## config.mk

```make
export PLATFORM = sky130hd
export DESIGN_NAME = round_robin_slice_scheduler
export DESIGN_NICKNAME = d
export VERILOG_FILES = /design/src/rtl/core/rrss_pkg.sv /design/src/rtl/core/round_robin_slice_scheduler.sv
export SDC_FILE = /design/constraint.sdc
export NUM_CORES = 1
export LEC_CHECK = 0
export ABC_AREA = 0
export BUFFER_PORTS_ARGS = -buffer_cell sky130_fd_sc_hd__buf_2
export CAP_MARGIN = 5
export CORE_UTILIZATION = 25
export DETAILED_ROUTE_END_ITERATION = 8
export SYNTH_ARGS = -nofsm -noshare
export SYNTH_HDL_FRONTEND = slang
export SYNTH_SLANG_ARGS = --single-unit
```

## constraint.sdc

```tcl
create_clock -name clk_i -period 9.52 [get_ports clk_i]
set_clock_uncertainty 0.2 [all_clocks]
set_input_delay 0.476 -clock clk_i [delete_from_list [all_inputs] [get_ports clk_i]]
set_output_delay 0.476 -clock clk_i [all_outputs]
set_load 0.02 [all_outputs]
```

## src/rtl/core/rrss_pkg.sv

```systemverilog
// Package for the round-robin slice scheduler: operation and status codes,
// payload structs, configuration address map and default sizes.
// No dependencies.
package rrss_pkg;

  localparam int unsigned MAX_JOBS_DEF = 16;

  localparam logic [7:0] QUANTUM_RESET = 8'd2;

  // Configuration port: 32-bit registers at byte address 4*i.
  localparam int unsigned APB_AW = 3;
  localparam int unsigned APB_DW = 32;
  localparam logic        REG_QUANTUM = 1'b0;

  typedef enum logic [1:0] {
    OP_ADD   = 2'd0,
    OP_STEP  = 2'd1,
    OP_CLEAR = 2'd2
  } op_e;

  typedef enum logic [2:0] {
    ST_ADDED   = 3'd0,
    ST_FULL    = 3'd1,
    ST_RAN     = 3'd2,
    ST_IDLE    = 3'd3,
    ST_CLEARED = 3'd4
  } status_e;

  typedef struct packed {
    logic [1:0]  operation;
    logic [15:0] burst_time;
  } in_item_t;

  typedef struct packed {
    status_e     status;
    logic [3:0]  job_index;
    logic [31:0] wait_time;
    logic [31:0] response_time;
    logic [15:0] remaining_time;
    logic        job_done;
  } out_item_t;

endpackage

```

## src/rtl/core/round_robin_slice_scheduler.sv

```systemverilog
// Round-robin slice scheduler: job table, scan sequencer and result register.
// Depends on rrss_pkg.
//
// Usage:
//  - Input channel (in_valid_i / in_stall_o / in_data_i) takes one transaction
//    per operation: add a job, run one time slice, or clear table and clock.
//  - Output channel (out_valid_o / out_stall_i / out_data_o) returns one
//    transaction per add, run or clear; an unknown operation code returns none.
//  - time_quantum sits at byte address 0 of the APB port; write it while idle.
//  - Sequence: add and clear go through EXEC and POST, then the result
//    register. A run goes through EXEC, a READ and a CHECK for each of k table
//    slots scanned (1 to MAX_JOBS), then POST: each slot costs a memory read
//    and a check in the shared unit. One transaction at a time.
//  - in_stall_o is high while a transaction is in progress.
//  - The result register parts the sides: a new transaction can be accepted
//    while a result waits; the next result holds until the slot frees up.
//  - Reset empties the table (job count, pending count, pointer and clock go
//    to zero) and sets time_quantum to 2. No clearing pass is needed: only
//    slots below the job count are ever read, and each was written by an add.
module round_robin_slice_scheduler #(
  parameter int unsigned MAX_JOBS = rrss_pkg::MAX_JOBS_DEF
) (
  input  logic                       clk_i,
  input  logic                       rst_ni,

  input  logic                       in_valid_i,
  output logic                       in_stall_o,
  input  rrss_pkg::in_item_t         in_data_i,

  output logic                       out_valid_o,
  input  logic                       out_stall_i,
  output rrss_pkg::out_item_t        out_data_o,

  input  logic                       psel,
  input  logic                       penable,
  input  logic                       pwrite,
  input  logic [rrss_pkg::APB_AW-1:0] paddr,
  input  logic [rrss_pkg::APB_DW-1:0] pwdata,
  output logic [rrss_pkg::APB_DW-1:0] prdata,
  output logic                       pready
);

  import rrss_pkg::*;

  localparam int unsigned IW = (MAX_JOBS > 1) ? $clog2(MAX_JOBS) : 1;
  localparam int unsigned CW = $clog2(MAX_JOBS + 1);

  // Sequencer codes
  localparam logic [2:0] S_IDLE  = 3'd0;
  localparam logic [2:0] S_EXEC  = 3'd1;
  localparam logic [2:0] S_READ  = 3'd2;
  localparam logic [2:0] S_CHECK = 3'd3;
  localparam logic [2:0] S_POST  = 3'd4;

  function automatic logic [3:0] slot_to_index(logic [IW-1:0] slot);
    logic [IW+3:0] wide;
    wide = {4'b0000, slot};
    return wide[3:0];
  endfunction

  // Control state
  logic [2:0]    state_q, state_d;
  logic [CW-1:0] job_count_q, job_count_d;
  logic [CW-1:0] pending_q, pending_d;
  logic [IW-1:0] next_job_q, next_job_d;
  logic [31:0]   elapsed_q, elapsed_d;
  logic [7:0]    quantum_q;
  logic [IW-1:0] scan_idx_q, scan_idx_d;
  logic [CW-1:0] scan_n_q, scan_n_d;
  logic          out_valid_q;

  // Payload state
  logic [1:0]    op_q, op_d;
  logic [15:0]   burst_q, burst_d;
  out_item_t     res_q, res_d;
  out_item_t     out_q;

  // Job table
  logic [15:0]   table_mem [MAX_JOBS];
  logic [15:0]   rd_q;
  logic          mem_we;
  logic [IW-1:0] mem_waddr;
  logic [15:0]   mem_wdata;

  // Shared compare/subtract unit and slot increment
  logic [15:0]   quantum_eff;
  logic [15:0]   ticks;
  logic [15:0]   rem_new;
  logic [CW-1:0] idx_inc;
  logic [IW-1:0] idx_wrap;
  logic          out_load;
  logic          cfg_wr;

  // ---------------------------------------------------------------------------
  // Configuration port
  // ---------------------------------------------------------------------------
  assign pready = 1'b1;
  assign cfg_wr = psel && penable && pwrite && (paddr[APB_AW-1] == REG_QUANTUM);

  always_comb begin
    prdata = '0;
    if (paddr[APB_AW-1] == REG_QUANTUM) begin
      prdata = {{(APB_DW-8){1'b0}}, quantum_q};
    end
  end

  always_ff @(posedge clk_i or negedge rst_ni) begin
    if (!rst_ni) begin
      quantum_q <= QUANTUM_RESET;
    end else if (cfg_wr) begin
      quantum_q <= pwdata[7:0];
    end
  end

  // ---------------------------------------------------------------------------
  // Job table: one write port, one registered read at the scan pointer
  // ---------------------------------------------------------------------------
  always_ff @(posedge clk_i) begin
    if (mem_we) begin
      table_mem[mem_waddr] <= mem_wdata;
    end
    rd_q <= table_mem[scan_idx_q];
  end

  // ---------------------------------------------------------------------------
  // Shared unit: clip the slice to the quantum, wrap the slot pointer
  // ---------------------------------------------------------------------------
  assign quantum_eff = {8'h00, (quantum_q == 8'h00) ? 8'h01 : quantum_q};
  assign ticks       = (rd_q < quantum_eff) ? rd_q : quantum_eff;
  assign rem_new     = rd_q - ticks;
  assign idx_inc     = CW'(scan_idx_q) + CW'(1);
  assign idx_wrap    = (idx_inc >= job_count_q) ? '0 : idx_inc[IW-1:0];

  // ---------------------------------------------------------------------------
  // Sequencer
  // ---------------------------------------------------------------------------
  assign in_stall_o = (state_q != S_IDLE);
  assign out_load   = (state_q == S_POST) && (!out_valid_q || !out_stall_i);

  always_comb begin
    state_d     = state_q;
    job_count_d = job_count_q;
    pending_d   = pending_q;
    next_job_d  = next_job_q;
    elapsed_d   = elapsed_q;
    scan_idx_d  = scan_idx_q;
    scan_n_d    = scan_n_q;
    op_d        = op_q;
    burst_d     = burst_q;
    res_d       = res_q;
    mem_we      = 1'b0;
    mem_waddr   = job_count_q[IW-1:0];
    mem_wdata   = burst_q;

    case (state_q)
      S_IDLE: begin
        if (in_valid_i) begin
          op_d    = in_data_i.operation;
          burst_d = in_data_i.burst_time;
          // Drop unknown operation codes without a result
          if (in_data_i.operation == OP_ADD || in_data_i.operation == OP_STEP ||
              in_data_i.operation == OP_CLEAR) begin
            state_d = S_EXEC;
          end
        end
      end

      S_EXEC: begin
        res_d   = '0;
        state_d = S_POST;
        case (op_q)
          OP_ADD: begin
            if (job_count_q >= CW'(MAX_JOBS)) begin
              res_d.status = ST_FULL;
            end else begin
              mem_we               = 1'b1;
              job_count_d          = job_count_q + CW'(1);
              if (burst_q != 16'h0000) begin
                pending_d = pending_q + CW'(1);
              end
              res_d.status         = ST_ADDED;
              res_d.job_index      = slot_to_index(job_count_q[IW-1:0]);
              res_d.remaining_time = burst_q;
            end
          end
          OP_STEP: begin
            if (pending_q == '0 || job_count_q == '0) begin
              res_d.status = ST_IDLE;
            end else begin
              scan_idx_d = (CW'(next_job_q) < job_count_q) ? next_job_q : '0;
              scan_n_d   = '0;
              state_d    = S_READ;
            end
          end
          OP_CLEAR: begin
            job_count_d  = '0;
            pending_d    = '0;
            next_job_d   = '0;
            elapsed_d    = '0;
            res_d.status = ST_CLEARED;
          end
          default: begin
            state_d = S_IDLE;
          end
        endcase
      end

      S_READ: begin
        state_d = S_CHECK;
      end

      S_CHECK: begin
        if (rd_q != 16'h0000) begin
          // Run the slice and write back the remaining time
          mem_we    = 1'b1;
          mem_waddr = scan_idx_q;
          mem_wdata = rem_new;
          elapsed_d = elapsed_q + 32'(ticks);
          if (rem_new == 16'h0000 && pending_q != '0) begin
            pending_d = pending_q - CW'(1);
          end
          next_job_d           = idx_wrap;
          res_d                = '0;
          res_d.status         = ST_RAN;
          res_d.job_index      = slot_to_index(scan_idx_q);
          res_d.wait_time      = elapsed_q;
          res_d.response_time  = elapsed_q + 32'(ticks);
          res_d.remaining_time = rem_new;
          res_d.job_done       = (rem_new == 16'h0000);
          state_d              = S_POST;
        end else if (scan_n_q + CW'(1) >= job_count_q) begin
          res_d        = '0;
          res_d.status = ST_IDLE;
          state_d      = S_POST;
        end else begin
          scan_n_d   = scan_n_q + CW'(1);
          scan_idx_d = idx_wrap;
          state_d    = S_READ;
        end
      end

      S_POST: begin
        // Hold the result until the output register frees up
        if (out_load) begin
          state_d = S_IDLE;
        end
      end

      default: begin
        state_d = S_IDLE;
      end
    endcase
  end

  always_ff @(posedge clk_i or negedge rst_ni) begin
    if (!rst_ni) begin
      state_q     <= S_IDLE;
      job_count_q <= '0;
      pending_q   <= '0;
      next_job_q  <= '0;
      elapsed_q   <= '0;
      scan_idx_q  <= '0;
      scan_n_q    <= '0;
      out_valid_q <= 1'b0;
    end else begin
      state_q     <= state_d;
      job_count_q <= job_count_d;
      pending_q   <= pending_d;
      next_job_q  <= next_job_d;
      elapsed_q   <= elapsed_d;
      scan_idx_q  <= scan_idx_d;
      scan_n_q    <= scan_n_d;
      if (out_load) begin
        out_valid_q <= 1'b1;
      end else if (!out_stall_i) begin
        out_valid_q <= 1'b0;
      end
    end
  end

  always_ff @(posedge clk_i) begin
    op_q    <= op_d;
    burst_q <= burst_d;
    res_q   <= res_d;
    if (out_load) begin
      out_q <= res_q;
    end
  end

  assign out_valid_o = out_valid_q;
  assign out_data_o  = out_q;

  // ---------------------------------------------------------------------------
  // Assertions
  // ---------------------------------------------------------------------------
`ifndef NO_ASSERTIONS
  a_pending_le_count: assert property (@(posedge clk_i) disable iff (!rst_ni)
    pending_q <= job_count_q)
    else $error("pending count exceeds job count");

  a_count_le_max: assert property (@(posedge clk_i) disable iff (!rst_ni)
    job_count_q <= CW'(MAX_JOBS))
    else $error("job count exceeds table depth");

  a_scan_in_range: assert property (@(posedge clk_i) disable iff (!rst_ni)
    (state_q == S_CHECK) |-> (CW'(scan_idx_q) < job_count_q))
    else $error("scan pointer outside the filled table");

  a_no_result_overwrite: assert property (@(posedge clk_i) disable iff (!rst_ni)
    (out_valid_q && out_stall_i) |=> $stable(out_q))
    else $error("stalled result overwritten");
`endif

endmodule
```

==> results of run 1 <==
==> per-layer routing <==
layer / wire length [µm] / part of all wire / vias to the layer above
li1: - / - / 5727
met5: 42 / 0.00080 / -
met2: 26100 / 0.50 / 416
met4: 1610 / 0.031 / 6
met3: 3020 / 0.058 / 86
met1: 21400 / 0.41 / 6356
==> per-stage QoR <==
step	setup slack, ns	utilization	hold WS (ns)	area [µm²]
floorplan	3.62	-	-0.0196	22400
global placement	3.83	0.276	0.207	24400
detailed placement	3.55	0.276	0.205	24400
CTS	3.52	0.299	0.199	26400
global route	3.43	0.299	0.210	26400
finish	3.91	0.299	0.208	26400
==> layout make-up <==
| class | instances | area [µm²] |
|---|---|---|
| inverters | 40 | 150 |
| diodes | 5 | 12.5 |
| well taps | 1165 | 1460 |
| flip-flops and latches | 533 | 15500 |
| multi-input cells | 772 | 6430 |
| clock buffers | 67 | 1390 |
| fillers | 8692 | 62000 |
| clock inverters | 27 | 287 |
| repair buffers | 188 | 1160 |
==> power by group <==
part	total, µW	switching [µW]	internal [µW]
logic	1310	904	405
registers	3230	187	3040
clock network	2010	866	1140
==> sequential cells by signal, indices dropped and copies added, names as in the netlist, 5 cells and up <==
signal       count
job_count_q      5
quantum_q        8
scan_n_q         5
rd_q            16
elapsed_q       32
pending_q        5
table_mem      256
out_data_o      88
burst_q         16
res_q           88
==> worst paths after layout <==
path | endpoint | slack (ns) | cells past startpoint
worst max-delay path | res_q[47] | 3.91 | 18
worst min-delay path | out_data_o[85] | 0.21 | 0
worst max register to register | res_q[47] | 3.91 | 18
worst min register to register | out_data_o[85] | 0.21 | 0
max in group asynchronous | scan_idx_q[1] | 7.99 | 2
min in group asynchronous | elapsed_q[30] | 0.38 | 2
==> worst register-to-register path, delay by kind of cell (launching register included) <==
family	cells	cell delay (ns)
AO/OA/AOI/OAI	7	1.90
XOR/XNOR	1	0.24
adder cells (fa/ha/maj)	2	0.79
buffers and inverters	2	0.27
flip-flops	1	0.40
multiplexers	1	0.52
AND/OR/NAND/NOR	5	1.03
==> cells by family (layout without fill, tap and decap cells) <==
| family | count (synthesis) | in the layout | synth area share |
|---|---|---|---|
| DFF | 533 | 533 | 0.695 |
| and+or+nand+nor | 324 | 324 | 0.0736 |
| AOI/OAI and AO/OA | 220 | 220 | 0.0676 |
| buffers and inverters | 121 | 322 | 0.0255 |
| muxes | 104 | 104 | 0.0925 |
| adders and majority gates | 53 | 53 | 0.0304 |
| xor gates and xnor gates | 38 | 38 | 0.0149 |
| other | 2 | 38 | 0.000337 |
==> cell usage in the layout (no fill, tap or decap), types with 6 or more instances in the layout <==
master         instances
o21ai_1                6
a21o_1                48
buf_4                 29
and3_1                43
nor4_1                 7
o21ai_0               43
dlygate4sd3_1         29
mux4_2                80
edfxtp_1             450
dfxtp_1               16
nor2b_1                9
inv_1                 40
a31oi_1               12
mux2_2                13
nand4_1                7
nor2_2                18
nand3_1               14
nand2_1               78
nor3_1                13
buf_2                130
o22ai_1                9
nor2_1                71
a21oi_1               37
ha_1                  51
xnor2_1               22
dfrtp_1               63
conb_1                33
clkbuf_16             51
or2_2                 10
clkbuf_1              11
and2_1                 9
mux2i_1               10
clkinv_2               7
xor2_1                16
a211oi_1               8
nand2b_1              13
==> repair_timing <==
item / in CTS / in global routing
hold buffers: 29 / 0
endpoints found under the hold margin: 94 / 0
endpoints found under the setup margin: 0 / 0
==> impl_metrics.py, run 1 <==
metrics = {
    "pwr": {
        "p_per_area_nw_per_um2": 248,
        "ir_drop_v": 0.000128,
        "finalPower_uw": 6550,
        "p_leak_uw": 0.00950,
    },
    "floorplan": {
        "start_util": 0.252,
        "die_h_um": 301,
        "ios": 183,
        "design.core.area_um2": 88400,
        "rows": 109,
        "die_w_um": 301,
        "die-area_um2": 90400,
    },
    "clock_network": {
        "cts_tree": "yes",
        "cts_root_buffer": "clkbuf_16",
        "cts_buffer_depth": 3,
        "clk_pin_slew_ns": 0.07,
        "cts.sinks": 533,
        "ctsHtreeMaxLevel": 2,
        "cts_post_setup_buffers_inserted": 0,
        "cts_buffers": 50,
        "post_cts_resized": 0,
        "clkLatencyLatePin_ns": 0.60,
    },
    "routing": {
        "wire_per_inst_um": 18.7,
        "drtIter0Drc": 1108,
        "drc_errors": 0,
        "vias_per_cell": 4.50,
        "ant_nets": 0,
        "vias": 12600,
        "wl_um": 52200,
        "drt_pass1_iterations": 5,
    },
    "global_routing": {
        "grtUsageMet1": 0.142,
        "antenna_found_initial": 8,
        "grt_max_degree": 74,
        "grt-ovfl-total": 0,
        "grtUsageMet3": 0.0221,
        "grt_pass1_vias": 12700,
        "grtUsageMet2": 0.197,
        "track_usage": 0.114,
        "grt_pass1_wl_um": 78400,
        "busiest_layer": "met2",
    },
    "placement": {
        "gp_congestion": 0.810,
        "placed_cells": 2669,
        "io_buffers": 131,
        "post-dp-hpwl_um": 33600,
    },
    "setup_path": {
        "crit_top_cell": "a21oi_1",
        "crit_type": "reg2reg",
        "timing.rr.start": "quantum_q[5]",
        "worst-path-buf-inv": 2,
        "slowest_stage": "nor3_2",
        "critPathMaxFanout": 8,
        "cp.arrival_ns": 5.74,
        "slowest_delay_ns": 0.63,
        "cp-end-kind": "flip-flop",
        "cp_top_family": "compound AO/OA/AOI/OAI gates",
        "cp-start-kind": "flip-flop",
        "cp_cell_sequence": "inv_1, ha_1, a21oi_1, nor2b_1, o21ai_0, nand3_1, nor3_2, mux2i_1, inv_1, fa_1, a21oi_1, o21ai_0, a21oi_1, o21ai_1, a21oi_1, nor2_1, xnor2_1, nor2_1",
        "timing.critical_path.from": "quantum_q[5]",
        "crit_required_ns": 9.65,
    },
    "timing": {
        "worst_slew_pin_slew_ns": 1.17,
        "fin_crit_ns": 5.61,
        "fmax_ghz": 0.178,
        "fin_tns_setup_ns": 0,
        "fin_crit_sh": 0.589,
        "max_slew_margin": 0.218,
        "rsz0062_at_grt": "false",
        "finalMaxSlewViolations": 0,
        "finalHoldViolations": 0,
        "setup_viol": 0,
    },
    "finish": {
        "layoutNonFillerInstCount": 2797,
        "drive_above_1_share": 0.237,
        "area_growth_pct": 18.3,
        "final_nets": 1698,
    },
    "logic_synthesis": {
        "synth_commonest_cells": "edfxtp_1 (450), nor2_1 (90), mux4_2 (80), nand2_1 (79), dfrtp_1 (66)",
        "synth.most_common_cell": "edfxtp_1",
        "synth_area_leaders": "edfxtp_1 (61%), mux4_2 (8.1%), dfrtp_1 (7.4%)",
        "synth-edff-count": 450,
        "synth_top_area_frac": 0.606,
        "syn_area_per_cell_um2": 16.0,
        "syn_inst": 1395,
        "synthDistinctLibCells": 87,
        "synth_area_um2": 22300,
        "ys_warn_count": 0,
        "yosysTopAreaCell": "edfxtp_1",
        "yosys_most_used_dff": "edfxtp_1",
        "synth-async-reset-ratio": 0.126,
        "ys_seq_area_frac": 0.695,
        "ys_ff_latch": 533,
    },
    "outcome": {
        "status": "completed",
    },
    "flow_run": {
        "cap_violations": 0,
    },
    "worst_hold_path": {
        "holdCritPathClass": "reg2reg",
        "hold_start": "res_q[85]",
    },
}
Power figures use the tool's default switching activity.
==> run 2: changes to the inputs <==
==> constraint.sdc (replaced) <==
create_clock -name clk_i -period 5.6 [get_ports clk_i]
set_clock_uncertainty 0.2 [all_clocks]
set_input_delay 0.28 -clock clk_i [delete_from_list [all_inputs] [get_ports clk_i]]
set_output_delay 0.28 -clock clk_i [all_outputs]
set_load 0.02 [all_outputs]
==> impl_metrics.py, run 2 (synthesis gave the netlist of run 1 again) <==
metrics = {
    "finish": {
        "final_cell_mix": "edfxtp_1 (450), buf_2 (130), mux4_2 (80), nand2_1 (78), nor2_1 (71)",
        "fillers": 8675,
        "drive_above_1_share": 0.243,
        "final_common_cell": "edfxtp_1",
        "largest_reg_flops": 256,
        "largest_register": "table_mem",
        "area_growth_pct": 18.9,
        "final_nets": 1709,
    },
    "routing": {
        "vias": 12700,
        "drc_errors": 0,
        "vias_per_cell": 4.53,
        "drt_pass1_iterations": 7,
        "wire_per_inst_um": 18.6,
        "drtIter0Drc": 946,
        "wl_um": 52200,
        "ant_nets": 0,
    },
    "setup_path": {
        "worst-path-buf-inv": 1,
        "crit_required_ns": 5.93,
        "critPathMaxFanout": 5,
        "cp-start-kind": "flip-flop",
        "cp-end-kind": "flip-flop",
        "slowest_stage": "fa_1",
        "slowest_delay_ns": 0.43,
        "reg2reg_slack_ns": 0.63,
        "cp.arrival_ns": 5.30,
        "crit_type": "reg2reg",
        "cp_top_family": "compound AO/OA/AOI/OAI gates",
        "cp_cell_sequence": "nor4_1, a41oi_1, o21a_1, o21ai_0, a211oi_1, nor3_2, mux2i_1, ha_1, inv_1, fa_1, a211oi_1, o21ai_1, a311oi_1, xor2_1, or2_1, nor4_2, o2bb2ai_2, mux2i_1",
    },
    "floorplan": {
        "rows": 109,
        "die-area_um2": 90400,
        "design.core.area_um2": 88400,
        "die_w_um": 301,
        "ios": 183,
        "die_h_um": 301,
        "start_util": 0.252,
    },
    "global_routing": {
        "track_usage": 0.115,
        "grt_pass1_wl_um": 79100,
        "grt_pass1_vias": 13000,
        "grt_max_degree": 72,
        "grt-ovfl-total": 0,
        "antenna_found_initial": 7,
    },
    "pwr": {
        "p_leak_uw": 0.00959,
        "ir_drop_v": 0.000239,
        "p_per_area_nw_per_um2": 427,
    },
    "clock_network": {
        "clk_pin_slew_ns": 0.06,
        "cts.sinks": 533,
        "post_cts_resized": 0,
        "cts_post_setup_buffers_inserted": 0,
        "cts_buffer_depth": 3,
        "cts_buffers": 50,
        "hold_buffers": 29,
        "cts_tree": "yes",
        "clkLatencyLatePin_ns": 0.60,
        "cts_root_buffer": "clkbuf_16",
        "ctsHtreeMaxLevel": 2,
    },
    "timing": {
        "fin_crit_sh": 0.888,
        "max_slew_margin": 0.218,
        "finalHoldViolations": 0,
        "fin_crit_ns": 4.97,
        "setup_viol": 0,
        "fin_tns_setup_ns": 0,
        "worst_slew_pin_slew_ns": 1.17,
        "fmax_ghz": 0.201,
        "rsz0062_at_grt": "false",
        "finalMaxSlewViolations": 0,
        "worst_slack_ns": 0.628,
    },
    "flow_run": {
        "cap_violations": 0,
    },
    "worst_hold_path": {
        "holdCritPathClass": "in2reg",
    },
    "placement": {
        "pre_cts_ws_ns": 0.586,
        "io_buffers": 131,
        "gp_congestion": 0.822,
        "post-dp-hpwl_um": 34800,
    },
    "outcome": {
        "status": "completed",
    },
}
==> run 2: changes by cell type in the layout (fill, tap and decap cells not counted), moves of 2 or more <==
cell	delta
clkbuf_8	-2
clkinv_4	-2
o21ai_0	+2
clkbuf_1	-2
buf_4	+11
clkinv_8	-2
bufinv_16	+4
o21ai_1	-2
==> run 2: power by group <==
| part | leakage, µW | total, µW | internal, µW | switching [µW] |
|---|---|---|---|---|
| combinational | 0.00359 | 2250 | 707 | 1550 |
| clock | 0.000841 | 3570 | 2090 | 1480 |
| sequential | 0.00516 | 5500 | 5170 | 328 |
| total | 0.00959 | 11300 | 7970 | 3350 |
==> run 2: layer usage <==
metal	routed length, µm	global-route usage	up-vias
li1	-	-	5740
met1	21600	0.142	6472
met2	26300	0.199	390
met3	2960	0.0259	90
met4	1260	0.0342	6
met5	52	0	-
==> run 2: final cells by class <==
type                       instances  area (µm²)  share of cell area
sequential                       533       15500               0.585
clock inverter                    28         382              0.0144
inverter                          40         150             0.00566
clock buffer                      63        1350              0.0509
antenna                            4        10.0            0.000377
timing repair buffer             199        1240              0.0468
tap                             1165        1460              0.0549
multi-input combinational        772        6430               0.242
==> run 2: stage by stage <==
step	cell area, µm²	power, µW	hold WS [ns]	cells	util
5_1_grt	26500	11900	0.174	2804	0.300
6_report	26500	11300	0.139	2804	0.300
4_1_cts	26500	11500	0.120	2800	0.300
3_3_place_gp	24500	7750	0.210	2680	0.277
3_5_place_dp	24500	7820	0.205	2680	0.277
2_1_floorplan	22400	7010	-0.216	1426	-
==> run 2: worst register-to-register path: stages (launching register included) <==
cell	delay, ns
dfrtp_1	0.42
nor4_1	0.28
a41oi_1	0.23
o21a_1	0.22
o21ai_0	0.15
a211oi_1	0.11
nor3_2	0.19
mux2i_1	0.30
ha_1	0.22
inv_1	0.06
fa_1	0.43
a211oi_1	0.25
o21ai_1	0.16
a311oi_1	0.41
xor2_1	0.16
or2_1	0.27
nor4_2	0.39
o2bb2ai_2	0.24
mux2i_1	0.23
==> run 2: path summary, 6_finish.rpt <==
path	startpoint	end	cells after the start
max	quantum_q[6]	pending_q[1]	18
min	pwrite	quantum_q[2]	3
max reg2reg	quantum_q[6]	pending_q[1]	18
min reg2reg	res_q[82]	out_data_o[82]	0
max in group asynchronous	rst_ni	scan_idx_q[1]	2
min in group asynchronous	rst_ni	elapsed_q[29]	2
